<file path="src/rtl/core/buzq_pkg.sv">
// Shared types and constants for the buzzer pattern queue.
package buzq_pkg;

	// Item kinds carried on the kind port.
	localparam logic [1:0] KIND_TICK    = 2'd0;
	localparam logic [1:0] KIND_APPEND  = 2'd1;
	localparam logic [1:0] KIND_PATTERN = 2'd2;

	// Width of the fill count reported with each result.
	localparam int FILL_OUT_W = 7;

	// Sequencer states, one-hot.
	typedef enum logic [4:0] {
		ST_IDLE = 5'b00001,
		ST_READ = 5'b00010,
		ST_POP  = 5'b00100,
		ST_FILL = 5'b01000,
		ST_DONE = 5'b10000
	} state_t;

	// Phase of a pattern period.
	typedef enum logic {
		PH_HIGH = 1'b0,
		PH_LOW  = 1'b1
	} phase_t;

endpackage

</file>
<file path="src/rtl/core/buzq_ram.sv">
// Generic single-write, single-read RAM with registered read data.
module buzq_ram #(
	parameter int WIDTH = 1,
	parameter int DEPTH = 64
) (
	input  logic                     clk,
	input  logic                     we,
	input  logic [$clog2(DEPTH)-1:0] waddr,
	input  logic [WIDTH-1:0]         wdata,
	input  logic [$clog2(DEPTH)-1:0] raddr,
	output logic [WIDTH-1:0]         rdata
);

	logic [WIDTH-1:0] mem_q [DEPTH];

	// Write port and registered read port.
	always_ff @(posedge clk) begin
		if (we) begin
			mem_q[waddr] <= wdata;
		end
		rdata <= mem_q[raddr];
	end

endmodule

</file>
<file path="src/rtl/core/buzzer_pattern_queue_core.sv">
// Top level of the buzzer pattern queue: sequencer, pointers and level store.
//
// Usage. One command channel: a transaction is taken at a rising edge with start
// high and busy low; kind selects tick (pop one level and drive the pin), append
// (add one level) or pattern (append high_count ones then low_count zeros, for
// each of periods periods). Every transaction gives exactly one result, shown for
// one cycle with result_valid high: pin_drive (0 sounds, 1 off), fill_count and
// dropped (some appended level was discarded because the queue was full).
// An append, an unused kind and a tick on an empty queue go from idle straight
// to the result state; a tick that pops passes through the read and pop states
// first, as the level store has one write port and a registered read port. A
// pattern passes through the fill state, pausing at each high/low phase
// boundary, and stops early when the queue fills. The shared store port writes
// one level per cycle while a pattern is not at a phase boundary.
// busy is high from acceptance until the result cycle has ended.
// Reset empties the queue and sets the pin to 1 (off); the store needs no
// clearing pass, as only written entries are read. The receiver cannot stall
// results, so none is ever held back.
module buzzer_pattern_queue_core #(
	parameter int QUEUE_DEPTH = 64
) (
	input  logic       clk,
	input  logic       arst_n,
	input  logic       start,
	output logic       busy,
	input  logic [1:0] kind,
	input  logic       level,
	input  logic [7:0] high_count,
	input  logic [7:0] low_count,
	input  logic [7:0] periods,
	output logic       result_valid,
	output logic       pin_drive,
	output logic [6:0] fill_count,
	output logic       dropped
);

	localparam int AW = $clog2(QUEUE_DEPTH);
	localparam int FW = $clog2(QUEUE_DEPTH + 1);
	localparam logic [AW-1:0] LAST_SLOT = AW'(QUEUE_DEPTH - 1);
	localparam logic [FW-1:0] FULL_FILL = FW'(QUEUE_DEPTH);

	buzq_pkg::state_t state_q;
	buzq_pkg::phase_t phase_q;
	logic [AW-1:0] head_q;
	logic [AW-1:0] tail_q;
	logic [FW-1:0] fill_q;
	logic          pin_q;
	logic          dropped_q;
	logic [7:0]    hi_q;
	logic [7:0]    lo_q;
	logic [7:0]    per_q;
	logic [7:0]    cnt_q;

	logic          accept;
	logic          full;
	logic          push_req;
	logic          push_val;
	logic          ram_we;
	logic          rd_level;

	assign accept = start && (state_q == buzq_pkg::ST_IDLE);
	assign full   = (fill_q == FULL_FILL);

	// Decide whether a level is to be appended this cycle, and which.
	always_comb begin
		push_req = 1'b0;
		push_val = 1'b0;
		if (accept && (kind == buzq_pkg::KIND_APPEND)) begin
			push_req = 1'b1;
			push_val = level;
		end else if ((state_q == buzq_pkg::ST_FILL) && (per_q != 8'd0)) begin
			if ((phase_q == buzq_pkg::PH_HIGH) && (cnt_q != hi_q)) begin
				push_req = 1'b1;
				push_val = 1'b1;
			end else if ((phase_q == buzq_pkg::PH_LOW) && (cnt_q != lo_q)) begin
				push_req = 1'b1;
				push_val = 1'b0;
			end
		end
	end

	assign ram_we = push_req && !full;

	// Level store.
	buzq_ram #(
		.WIDTH (1),
		.DEPTH (QUEUE_DEPTH)
	) u_ram (
		.clk   (clk),
		.we    (ram_we),
		.waddr (tail_q),
		.wdata (push_val),
		.raddr (head_q),
		.rdata (rd_level)
	);

	// Sequencer, queue pointers and result registers.
	always_ff @(posedge clk or negedge arst_n) begin
		if (!arst_n) begin
			state_q   <= buzq_pkg::ST_IDLE;
			phase_q   <= buzq_pkg::PH_HIGH;
			head_q    <= '0;
			tail_q    <= '0;
			fill_q    <= '0;
			pin_q     <= 1'b1;
			dropped_q <= 1'b0;
			hi_q      <= 8'd0;
			lo_q      <= 8'd0;
			per_q     <= 8'd0;
			cnt_q     <= 8'd0;
		end else begin
			// Append path shared by single appends and patterns.
			if (ram_we) begin
				tail_q <= (tail_q == LAST_SLOT) ? '0 : tail_q + AW'(1);
				fill_q <= fill_q + FW'(1);
			end
			case (state_q)
				buzq_pkg::ST_IDLE: begin
					if (accept) begin
						dropped_q <= 1'b0;
						hi_q      <= high_count;
						lo_q      <= low_count;
						per_q     <= periods;
						cnt_q     <= 8'd0;
						phase_q   <= buzq_pkg::PH_HIGH;
						state_q   <= buzq_pkg::ST_DONE;
						case (kind)
							buzq_pkg::KIND_TICK: begin
								if (fill_q == '0) begin
									pin_q <= 1'b1;
								end else begin
									state_q <= buzq_pkg::ST_READ;
								end
							end
							buzq_pkg::KIND_APPEND: begin
								dropped_q <= full;
							end
							buzq_pkg::KIND_PATTERN: begin
								state_q <= buzq_pkg::ST_FILL;
							end
							default: begin
							end
						endcase
					end
				end
				buzq_pkg::ST_READ: begin
					state_q <= buzq_pkg::ST_POP;
				end
				buzq_pkg::ST_POP: begin
					pin_q   <= ~rd_level;
					head_q  <= (head_q == LAST_SLOT) ? '0 : head_q + AW'(1);
					fill_q  <= fill_q - FW'(1);
					state_q <= buzq_pkg::ST_DONE;
				end
				buzq_pkg::ST_FILL: begin
					if (per_q == 8'd0) begin
						state_q <= buzq_pkg::ST_DONE;
					end else if (push_req) begin
						if (full) begin
							dropped_q <= 1'b1;
							state_q   <= buzq_pkg::ST_DONE;
						end else begin
							cnt_q <= cnt_q + 8'd1;
						end
					end else if (phase_q == buzq_pkg::PH_HIGH) begin
						phase_q <= buzq_pkg::PH_LOW;
						cnt_q   <= 8'd0;
					end else begin
						phase_q <= buzq_pkg::PH_HIGH;
						cnt_q   <= 8'd0;
						per_q   <= per_q - 8'd1;
					end
				end
				buzq_pkg::ST_DONE: begin
					state_q <= buzq_pkg::ST_IDLE;
				end
				default: begin
					state_q <= buzq_pkg::ST_IDLE;
				end
			endcase
		end
	end

	// Result transaction.
	assign busy         = (state_q != buzq_pkg::ST_IDLE);
	assign result_valid = (state_q == buzq_pkg::ST_DONE);
	assign pin_drive    = pin_q;
	assign fill_count   = buzq_pkg::FILL_OUT_W'(fill_q);
	assign dropped      = dropped_q;

endmodule
</file>
<file path="config.mk">
export PLATFORM = sky130hd
export DESIGN_NAME = buzzer_pattern_queue_core
export DESIGN_NICKNAME = d
export VERILOG_FILES = /design/src/rtl/core/buzq_pkg.sv /design/src/rtl/core/buzq_ram.sv /design/src/rtl/core/buzzer_pattern_queue_core.sv
export SDC_FILE = /design/constraint.sdc
export NUM_CORES = 1
export LEC_CHECK = 0
export BUFFER_PORTS_ARGS = -buffer_cell sky130_fd_sc_hd__buf_2
export CAP_MARGIN = 0
export CORE_MARGIN = 2
export CORE_UTILIZATION = 40
export CTS_CLUSTER_SIZE = 14
export DETAILED_ROUTE_END_ITERATION = 8
export GPL_TIMING_DRIVEN = 0
export PLACE_DENSITY = 0.56
export SYNTH_ARGS = -nofsm -noshare
export SYNTH_HDL_FRONTEND = slang
export SYNTH_SLANG_ARGS = --single-unit
</file>
<file path="constraint.sdc">
create_clock -name clk -period 2.7 [get_ports clk]
set_input_delay 0.405 -clock clk [delete_from_list [all_inputs] [get_ports clk]]
set_output_delay 0.405 -clock clk [all_outputs]
set_load 0.1 [all_outputs]
</file>
# --- Word level (Yosys, flattened, before mapping) ---
# Memory sizes are Yosys's and may differ from the RTL's. A register that Yosys moved wholly into a read port is not among the register bits.
# Cells that the tools add are included.
totals:
  reg_bits: 59
  ram_bits: 64
  in_bits: 30
  out_inout_bits: 11
  wordCells: 110
  mem_count: 1
op_classes:
  addsub: 6
  n_eq_ne: 24
  mux: 45
  bitwise_logic: 2
  reduce_logical: 21
memory_table:
  columns: ["memory", "depth", "word_bits", "read_ports", "rd_ports_with_merged_regs", "write_ports", "line_no", "rtl"]
  rows:
  - ["u_ram.mem_q", 64, 1, 1, 1, 1, "buzq_ram.sv:14", "logic [WIDTH-1:0] mem_q [DEPTH];"]
op_table:
  columns: ["operator", "count"]
  rows:
  - ["8-bit two-way mux", 8]
  - ["8-bit case mux with 2 select lines", 2]
  - ["5-bit two-way mux", 5]
  - ["1-bit two-way mux", 21]
  - ["5-bit case mux with 4 select lines", 1]
  - ["8-bit inequality test", 2]
  - ["7-bit two-way mux", 2]
  - ["6-bit by 1-bit adder with 6-bit output, second input constant", 2]
  - ["6-bit == test, second input constant", 2]
  - ["6-bit two-way mux", 2]
  - ["2-bit inequality test, second input constant", 6]
  - ["4-bit AND reduction", 3]
  - ["5-bit case mux with 2 select lines", 1]
  - ["5-bit AND reduction", 2]
  - ["8-bit by 1-bit adder with 8-bit output, second input constant", 1]
  - ["8-bit zero test", 1]
  - ["8-bit nonzero test", 1]
  - ["8-bit by 1-bit subtractor with 8-bit output, second input constant", 1]
  - ["7-bit by 1-bit adder with 7-bit output, second input constant", 1]
  - ["7-bit == test, second input constant", 1]
  - ["7-bit zero test", 1]
  - ["7-bit by 1-bit subtractor with 7-bit output, second input constant", 1]
  - ["1-bit logical AND", 6]
  - ["3-bit by 2-bit inequality test with 1-bit output, second input constant", 2]
  - ["17 further kinds", 23]

# --- Logic depth before layout (Yosys ltp) ---
# Gate-level depths: netlist of the first run.
depth:
  word_depth: 9
  mapped_depth: 11
  depth_no_buf: 11

# --- By module ---
# Synthesis of the first run repeated with hierarchy kept, for this count alone.
unflattened:
  cells_unflattened: 548
  area_unflattened_um2: 6154.7
by_module_without_submodules:
  columns: ["mod", "instances", "cells_each", "area_per_inst_um2", "seq_area_each_um2"]
  rows:
  - ["buzzer_pattern_queue_core", 1, 344, 3240.6, 1478.9]
  - ["buzq_ram", 1, 204, 2914.0, 1941.9]

# --- Worst setup path after synthesis of the first run ---
# Ideal clock, no wire load.
synth_timing:
  path_type: "register to output"
  from: "register state_q[1]"
  to: "output result_valid"
  t_arrival_ns: 2.577
  t_required_ns: 2.295
  path_slack_ns: -0.282
  stages_incl_launch_ff: 4
  path_buffers: 0
  path_cell_list: "dfrtp_1 nor2_1 nand2_1 nor3_1"
synth_between:
  elab_chain_cells: 1
synth_lines:
  columns: ["item", "line_no", "rtl"]
  rows:
  - ["start: declaration", "buzzer_pattern_queue_core.sv:42", "buzq_pkg::state_t state_q;"]
  - ["start signal: assignment", "buzzer_pattern_queue_core.sv:100", "state_q <= buzq_pkg::ST_IDLE;"]
  - ["start signal: assignment", "buzzer_pattern_queue_core.sv:126", "state_q <= buzq_pkg::ST_DONE;"]
  - ["start signal: assignment", "buzzer_pattern_queue_core.sv:132", "state_q <= buzq_pkg::ST_READ;"]
  - ["5-bit == test", "buzzer_pattern_queue_core.sv:186", "assign result_valid = (state_q == buzq_pkg::ST_DONE);"]
  - ["end: declaration", "buzzer_pattern_queue_core.sv:31", "output logic result_valid,"]
# No other way between the ends.

# --- Worst setup path in the final report of the first run ---
layout_timing:
  from: "register state_q[1]"
  to: "memory u_ram.mem_q[25], enable pin"
layout_between:
  elab_chain_cells: 7
  elab_cells_between_ends: 10
  cone_classes: "2 x eq/ne; 4 x mux; 4 x reduce/logical"
layout_lines:
  columns: ["item", "line_no", "rtl"]
  rows:
  - ["5-bit by 4-bit == test with 1-bit output or 5-bit by 1-bit == test with 1-bit output (tied branches)", "buzzer_pattern_queue_core.sv:71, buzzer_pattern_queue_core.sv:61", null]
  - ["1-bit logical AND (on tied branches)", "buzzer_pattern_queue_core.sv:71, buzzer_pattern_queue_core.sv:61", null]
  - ["1-bit two-way mux or 1-bit logical AND (tied branches)", "buzzer_pattern_queue_core.sv:71, buzzer_pattern_queue_core.sv:68", null]
  - ["1-bit two-way mux (*)", "buzzer_pattern_queue_core.sv:68", "if (accept && (kind == buzq_pkg::KIND_APPEND)) begin"]
  - ["1-bit logical AND (*)", "buzzer_pattern_queue_core.sv:82", "assign ram_we = push_req && !full;"]
  - ["1-bit two-way mux (*)", "buzq_ram.sv:18", "if (we) begin"]
  - ["1-bit two-way mux (not written as such) (*)", "buzq_ram.sv:19", "mem_q[waddr] <= wdata;"]
  - ["end: declaration", "buzq_ram.sv:14", null]
# Mark *: on every way between the ends. The rest lies on a longest branch, timed or not.

==> impl_metrics.py, run 1 <==
metrics = {
    "run_status": {
        "result_of_the_run": "completed",
    },
    "min_path": {
        "holdCritPathClass": "input pin to async pin",
    },
    "synth": {
        "post-synth-top-area-cell": "sky130_fd_sc_hd__edfxtp_1",
        "synth.top_cells.by_area": "sky130_fd_sc_hd__edfxtp_1, sky130_fd_sc_hd__dfrtp_1, sky130_fd_sc_hd__mux4_2",
        "synth_seq_area_share_pct": 55.70,
        "synthesis.instances": 516,
        "async_flop_share_pct": 47.58,
        "post_synth.cell_area_avg_um2": 11.90,
        "synth_fp_nets": 557,
        "synth_top_area_share_pct": 31.30,
        "synth_warnings": 0,
        "synthDistinctLibCells": 60,
        "post_synth_instance_area_mm2": 0.006141,
        "ys_ff_latch": 124,
        "synth_edf_count": 64,
        "synth_top_flop_cell": "sky130_fd_sc_hd__edfxtp_1",
    },
    "timing": {
        "max_freq_ghz": 0.3764,
        "fin_worst_hold_slack_ns": 0.05417,
        "period_minus_slack_ns": 2.656,
        "report.final.slew_viol_count": 0,
        "slew-limit-headroom_pct": 32.25,
        "finalSetupTns_ns": 0,
        "worst_slew_pin_slew_ns": 1.016,
        "postLayoutSetupSlackWorst_ns": 0.04354,
        "fin_skew_ns": 0.005567,
        "timing.final.crit_share_pct": 98.39,
        "finalHoldViolCount": 0,
        "setup-violations-final": 0,
    },
    "routing": {
        "drcViolationCount": 0,
        "dr_total_vias": 4308,
        "routed_wirelength_um": 13550,
        "count_of_routing_violations_after_the_opening_detailed_route_iteration": 348,
        "wl_per_cell_um": 17.43,
        "ant_nets": 0,
        "routed_via_density": 5.544,
        "detailedRoute.firstPassIterationCount": 5,
    },
    "clock_network": {
        "h-tree-depth": 4,
        "cts_buffer_depth": 2,
        "clock_sink_count": 124,
        "clock_pin_slew_of_the_registers_on_the_worst_case_setup_and_hold_paths_ns": 0.06,
        "tritoncts": "done",
        "root_buffer": "sky130_fd_sc_hd__clkbuf_16",
        "cts_hold_buf": 0,
        "tritoncts.num_buffers": 17,
        "worst_skew_pair_later_pin_latency_ns": 0.42,
    },
    "worst_setup_path": {
        "criticalPathCategory": "flop to flop",
        "worst-endpoint-required_ns": 2.82,
        "worstPathMaxFanout": 8,
        "worstPathArrival_ns": 2.78,
        "crit_path_start_kind": "flop",
        "end_kind": "flop",
    },
    "power": {
        "worst_ir_drop_vdd_uv": 595.4,
        "power.density_cell_area_mw_per_mm2": 996.6,
        "static-leakage-power_uw": 0.002817,
    },
    "finish": {
        "final_layout_size_suffix_gt1_share_pct": 29.03,
        "multi_input_logic_area_mm2": 0.002634,
        "final_nets": 617,
        "finalInstanceArea_mm2": 0.007337,
        "commonest_non_fill_non_tap_cell_in_the_layout": "sky130_fd_sc_hd__edfxtp_1",
        "layout.area.seq_mm2": 0.003422,
        "layout.cells.most_common_list": "sky130_fd_sc_hd__edfxtp_1, sky130_fd_sc_hd__nor2_1, sky130_fd_sc_hd__dfrtp_1",
        "layout.filler_cells": 1396,
        "final_core_util_pct": 48.62,
        "antenna_cells_inserted": 0,
        "area_growth_syn_to_layout_pct": 19.48,
    },
    "floorplanning": {
        "die_h_um": 127.9,
        "chipWidth_um": 127.9,
        "core_area_mm2": 0.01509,
        "placement_rows": 45,
        "fp.dieArea_mm2": 0.01636,
        "start_util_pct": 40.70,
        "num_io_pins": 41,
    },
    "grt": {
        "grt_first_pass_wirelength_um": 21670,
        "grt_start_max_net_pins": 65,
        "first_global_vias": 4144,
        "combined_global_route_utilization_of_all_metal_layers_pct": 17.46,
        "antenna_violations_before_repair": 0,
        "grt.overflow.total": 0,
    },
    "flow_run": {
        "cap_violations": 0,
    },
    "placement": {
        "postPlaceCellArea_mm2": 0.006583,
        "dp_hpwl_um": 8847,
        "detailedPlace.worstSlack_ns": -0.2189,
        "gp_congestion": 0.8336,
        "number_of_buffer_cells_added_on_primary_ports": 40,
    },
}
[path summary, 6_finish.rpt]
kind                                     from         endpoint  slack (ns)  depth (start not counted)
min in group clk                high_count[2]          hi_q[2]        0.22                          2
worst min register to register    u_ram.rdata        pin_drive        0.36                          1
worst max-delay path               state_q[1]  u_ram.mem_q[25]        0.04                          7
worst min-delay path                   arst_n         per_q[2]        0.05                          1
max in group asynchronous              arst_n       state_q[1]        2.11                          1
worst max register to register     state_q[1]  u_ram.mem_q[25]        0.04                          7
[critical path: stages (launching register included)]
cell                      delay (ns)
sky130_fd_sc_hd__dfrtp_2        0.44
sky130_fd_sc_hd__or3_4          0.40
sky130_fd_sc_hd__nor3b_4        0.24
sky130_fd_sc_hd__and2_4         0.21
sky130_fd_sc_hd__and2_4         0.15
sky130_fd_sc_hd__o21ai_4        0.09
sky130_fd_sc_hd__or4b_4         0.67
sky130_fd_sc_hd__nor2_1         0.16
[cell usage after synthesis, types with 6 or more instances]
master,n
sky130_fd_sc_hd__nor2_1,79
sky130_fd_sc_hd__edfxtp_1,64
sky130_fd_sc_hd__dfrtp_1,57
sky130_fd_sc_hd__o21ai_0,32
sky130_fd_sc_hd__nand2_1,22
sky130_fd_sc_hd__clkbuf_1,20
sky130_fd_sc_hd__mux4_2,20
sky130_fd_sc_hd__a21oi_1,19
sky130_fd_sc_hd__mux2_2,19
sky130_fd_sc_hd__nor3_1,18
sky130_fd_sc_hd__xnor2_1,14
sky130_fd_sc_hd__nand3_1,11
sky130_fd_sc_hd__ha_1,10
sky130_fd_sc_hd__xor2_1,10
sky130_fd_sc_hd__inv_1,9
sky130_fd_sc_hd__nand3b_1,7
sky130_fd_sc_hd__o31ai_1,7
sky130_fd_sc_hd__a21o_1,6
sky130_fd_sc_hd__buf_1,6
sky130_fd_sc_hd__buf_2,6
sky130_fd_sc_hd__nand4_1,6
[kinds of logic (layout without fill, tap and decap cells)]
| logic type | count (synthesis) | in the layout | synth area share (%) |
|---|---|---|---|
| buffers and inverters | 45 | 118 | 3.239 |
| and+or+nand+nor | 181 | 181 | 14.79 |
| muxes | 42 | 42 | 11.31 |
| AOI/OAI and AO/OA | 89 | 89 | 9.169 |
| adders and majority gates | 11 | 11 | 2.364 |
| DFF | 124 | 124 | 55.70 |
| xor gates and xnor gates | 24 | 24 | 3.423 |
[power by group]
part	total [uW]	switching, uW	internal, uW
Clock	2230	813	1410
Sequential	2650	288	2360
Combinational	2440	1530	908
Total	7310	2630	4680
[through the flow]
step | total power [uW] | instances
after floorplan | 4478 | 516
after global placement | 4960 | 744
after detailed placement | 5025 | 744
after global routing | 7700 | 777
final | 7312 | 777
after CTS | 7290 | 775
[registers in the layout (all words and copies together), names as in the netlist]
signal and flops:
phase_q 1, cnt_q 8, lo_q 8, tail_q 6
u_ram.rdata 1, pin_drive 1, fill_count 7, hi_q 8
state_q 5, per_q 8, u_ram.mem_q 64, head_q 6
dropped 1
[layer usage]
metal / vias to the layer above / part of all wire (%) / global-route usage [%]
met5: - / 0 / 0
met4: 0 / 1.7 / 7.434
met3: 18 / 3.7 / 3.798
met2: 101 / 47 / 26.61
met1: 2174 / 47 / 24.23
li1: 2015 / - / -
[final cells by class]
class                   instances  area share [%]
inverters                      10          0.5457
clock inverters                10           1.126
repair buffers                 46           3.377
multi-input cells             347           35.90
clock buffers                  22           6.907
plain buffers                  30           2.302
well taps                     188           3.206
flip-flops and latches        124           46.64
[what timing repair did]
item,in CTS,in global routing
setup endpoints to repair,66,63
pin swaps,1,2
buffers inserted,1,5
gates resized for setup,10,42
(Power assumes the default switching activity.)
==> run 2: changes to the inputs <==
Settings changed: SYNTH_HIERARCHICAL from default to 1.
==> impl_metrics.py, run 2 <==
metrics = {
    "run_status": {
        "result_of_the_run": "completed",
    },
    "synth": {
        "post_synth_instance_area_mm2": 0.006155,
        "synth_seq_area_share_pct": 55.58,
        "synth_top_area_share_pct": 31.23,
        "synth_warnings": 6,
        "synth_edf_count": 64,
        "synthDistinctLibCells": 64,
        "synth.top_cells.by_area": "sky130_fd_sc_hd__edfxtp_1, sky130_fd_sc_hd__dfrtp_1, sky130_fd_sc_hd__nor2_1",
        "synth_most_common_cell": "sky130_fd_sc_hd__nor2_1",
        "synth_top_flop_cell": "sky130_fd_sc_hd__edfxtp_1",
        "async_flop_share_pct": 47.58,
        "synth_fp_nets": 589,
        "synthTopCellsByCount": "sky130_fd_sc_hd__nor2_1, sky130_fd_sc_hd__nand2_1, sky130_fd_sc_hd__edfxtp_1",
        "post-synth-top-area-cell": "sky130_fd_sc_hd__edfxtp_1",
        "synthesis.instances": 548,
        "ys_ff_latch": 124,
        "post_synth.cell_area_avg_um2": 11.23,
    },
    "finish": {
        "area_growth_syn_to_layout_pct": 23.07,
        "commonest_non_fill_non_tap_cell_in_the_layout": "sky130_fd_sc_hd__nor2_1",
        "layout.cells.non_filler": 828,
        "max_flop_register": "u_ram/mem_q",
        "layout.filler_cells": 1388,
        "final_layout_size_suffix_gt1_share_pct": 24.84,
        "final_nets": 668,
        "final_core_util_pct": 50.01,
        "max_reg_flops": 64,
        "finalInstanceArea_mm2": 0.007575,
        "antenna_cells_inserted": 0,
        "layout.cells.most_common_list": "sky130_fd_sc_hd__nor2_1, sky130_fd_sc_hd__nand2_1, sky130_fd_sc_hd__edfxtp_1",
    },
    "floorplanning": {
        "chipWidth_um": 128.0,
        "die_h_um": 128.0,
        "placement_rows": 45,
        "start_util_pct": 40.64,
        "core_area_mm2": 0.01515,
        "num_io_pins": 41,
        "fp.dieArea_mm2": 0.01639,
    },
    "power": {
        "clkPwrFrac_pct": 32.8,
        "p_sw_share_pct": 35.92,
        "internal_power_uw": 4749,
        "p_switching_uw": 2662,
        "power.density_cell_area_mw_per_mm2": 978.4,
        "power_frac_comb_pct": 31.1,
        "static-leakage-power_uw": 0.002900,
        "worst_ir_drop_vdd_uv": 529.6,
        "power_frac_seq_pct": 36.1,
    },
    "clock_network": {
        "clock_pin_slew_of_the_registers_on_the_worst_case_setup_and_hold_paths_ns": 0.06,
        "h-tree-depth": 4,
        "clock_sink_count": 124,
        "cts_buffer_depth": 2,
        "tritoncts.num_buffers": 17,
        "root_buffer": "sky130_fd_sc_hd__clkbuf_16",
        "tritoncts": "done",
        "worst_skew_pair_later_pin_latency_ns": 0.41,
    },
    "worst_setup_path": {
        "criticalPathCategory": "flop to flop",
        "worstPathMaxFanout": 7,
        "worstPathArrival_ns": 2.82,
        "worst-endpoint-required_ns": 2.82,
        "end_kind": "flop",
        "crit_path_start_kind": "flop",
        "reg2reg_depth": 8,
    },
    "routing": {
        "dr_total_vias": 4418,
        "wl_met2_um": 6863,
        "dr.max_layer_used": "met4",
        "wl_per_cell_um": 16.56,
        "met3_length_um": 425,
        "routed_wirelength_um": 13710,
        "ant_nets": 0,
        "drcViolationCount": 0,
        "routed_via_density": 5.336,
        "wirelength_met1_um": 6280,
        "detailedRoute.firstPassIterationCount": 4,
        "count_of_routing_violations_after_the_opening_detailed_route_iteration": 233,
    },
    "timing": {
        "grt_setup_unrepaired": "true",
        "fin_skew_ns": 0.009236,
        "worst_slew_pin_slew_ns": 0.7706,
        "setup-violations-final": 0,
        "period_minus_slack_ns": 2.694,
        "timing.final.crit_share_pct": 99.78,
        "slew-limit-headroom_pct": 48.62,
        "finalSetupTns_ns": 0,
        "report.final.slew_viol_count": 0,
        "finalHoldViolCount": 0,
        "max_freq_ghz": 0.3712,
    },
    "placement": {
        "dp_hpwl_um": 9254,
        "place.detailed.instances": 777,
        "postPlaceCellArea_mm2": 0.006670,
        "number_of_buffer_cells_added_on_primary_ports": 40,
        "gp_congestion": 0.7882,
    },
    "grt": {
        "antenna_violations_before_repair": 0,
        "grt_first_pass_wirelength_um": 22170,
        "combined_global_route_utilization_of_all_metal_layers_pct": 17.78,
        "grt_start_max_net_pins": 60,
        "grt.overflow.total": 0,
        "first_global_vias": 4360,
    },
    "flow_run": {
        "cap_violations": 0,
    },
    "min_path": {
        "holdCritPathClass": "input pin to async pin",
    },
}
[run 2: changes by cell type in the layout (fill, tap and decap cells not counted), sizes merged, moves of 8 or more]
cell	previous run	this run
mux2	19	8
nand2	22	70
nand4	6	14
nor2	79	101
nor3	18	6
o21ai	33	18
xnor2	14	29
xor2	10	1
[run 2: per-stage QoR]
stage,hold WS (ns),power [uW],setup WS [ns]
2_1_floorplan,0.1094,4377,0.01193
3_3_place_gp,0.3597,4826,-0.5019
3_5_place_dp,0.3662,4902,-0.6842
4_1_cts,0.1638,7434,-0.01148
5_1_grt,0.1102,7826,-0.1017
6_report,0.07176,7411,0.005948
[run 2: final timing paths]
path                          startpoint         endpoint  slack, ns
min in group clk           high_count[7]          hi_q[7]       0.18
max                           state_q[2]  u_ram/mem_q[43]      0.006
min                               arst_n          hi_q[6]       0.07
max reg2reg                   state_q[2]  u_ram/mem_q[43]      0.006
min reg2reg                  u_ram/rdata        pin_drive       0.37
max in group asynchronous         arst_n       state_q[1]       2.08
[run 2: final cells by class]
cell class                 count  area, um2  share of cell area (%)
multi-input combinational    389       2749                   36.29
buffer                        24      122.6                   1.619
clock buffer                  19      442.9                   5.847
inverter                      11      41.29                  0.5451
sequential                   124       3430                   45.28
tap                          188      235.2                   3.105
clock inverter                13      191.4                   2.527
timing repair buffer          60      362.8                   4.790
[run 2: cells by family (layout without fill, tap and decap cells)]
family	Yosys count	count (layout)	share of synthesized area, %
compound gates	71	71	7.705
buf+inv	35	127	2.500
xor+xnor	30	30	4.269
fa+ha+maj	11	11	2.358
mux	27	27	8.437
flops	124	124	55.58
simple gates	250	250	19.15
[run 2: critical path: stages (launching register included)]
cell and delay, ns:
sky130_fd_sc_hd__dfrtp_1 0.40, sky130_fd_sc_hd__or3_4 0.44, sky130_fd_sc_hd__nor4b_4 0.26, sky130_fd_sc_hd__o211ai_1 0.21, sky130_fd_sc_hd__a31oi_2 0.28, sky130_fd_sc_hd__buf_6 0.16, sky130_fd_sc_hd__nor2b_4 0.24, sky130_fd_sc_hd__nand3_4 0.24
sky130_fd_sc_hd__nor2_4 0.17
[run 2: timing repair]
action / 4_1_cts / 5_1_grt
cloned: 0 / 1
pin swaps: 4 / 6
hold buffers: 0 / 0
setup buffers: 11 / 7
endpoints found under the setup margin: 67 / 39
resized for setup: 14 / 19
[run 2: power by group through the flow]
stage                     combinational [uW]  clock (uW)  sequential [uW]
final                                   2300        2430             2680
after global routing                    2530        2570             2730
after CTS                               2270        2490             2680
after detailed placement                2190           0             2710
after global placement                  2120           0             2710
after floorplan                         1370           0             3000
[run 2: layer usage]
layer,GRT usage (%),vias to the layer above
met4,7.046,0
met2,29.16,63
met5,0,-
met3,4.800,11
met1,22.50,2205
li1,-,2139
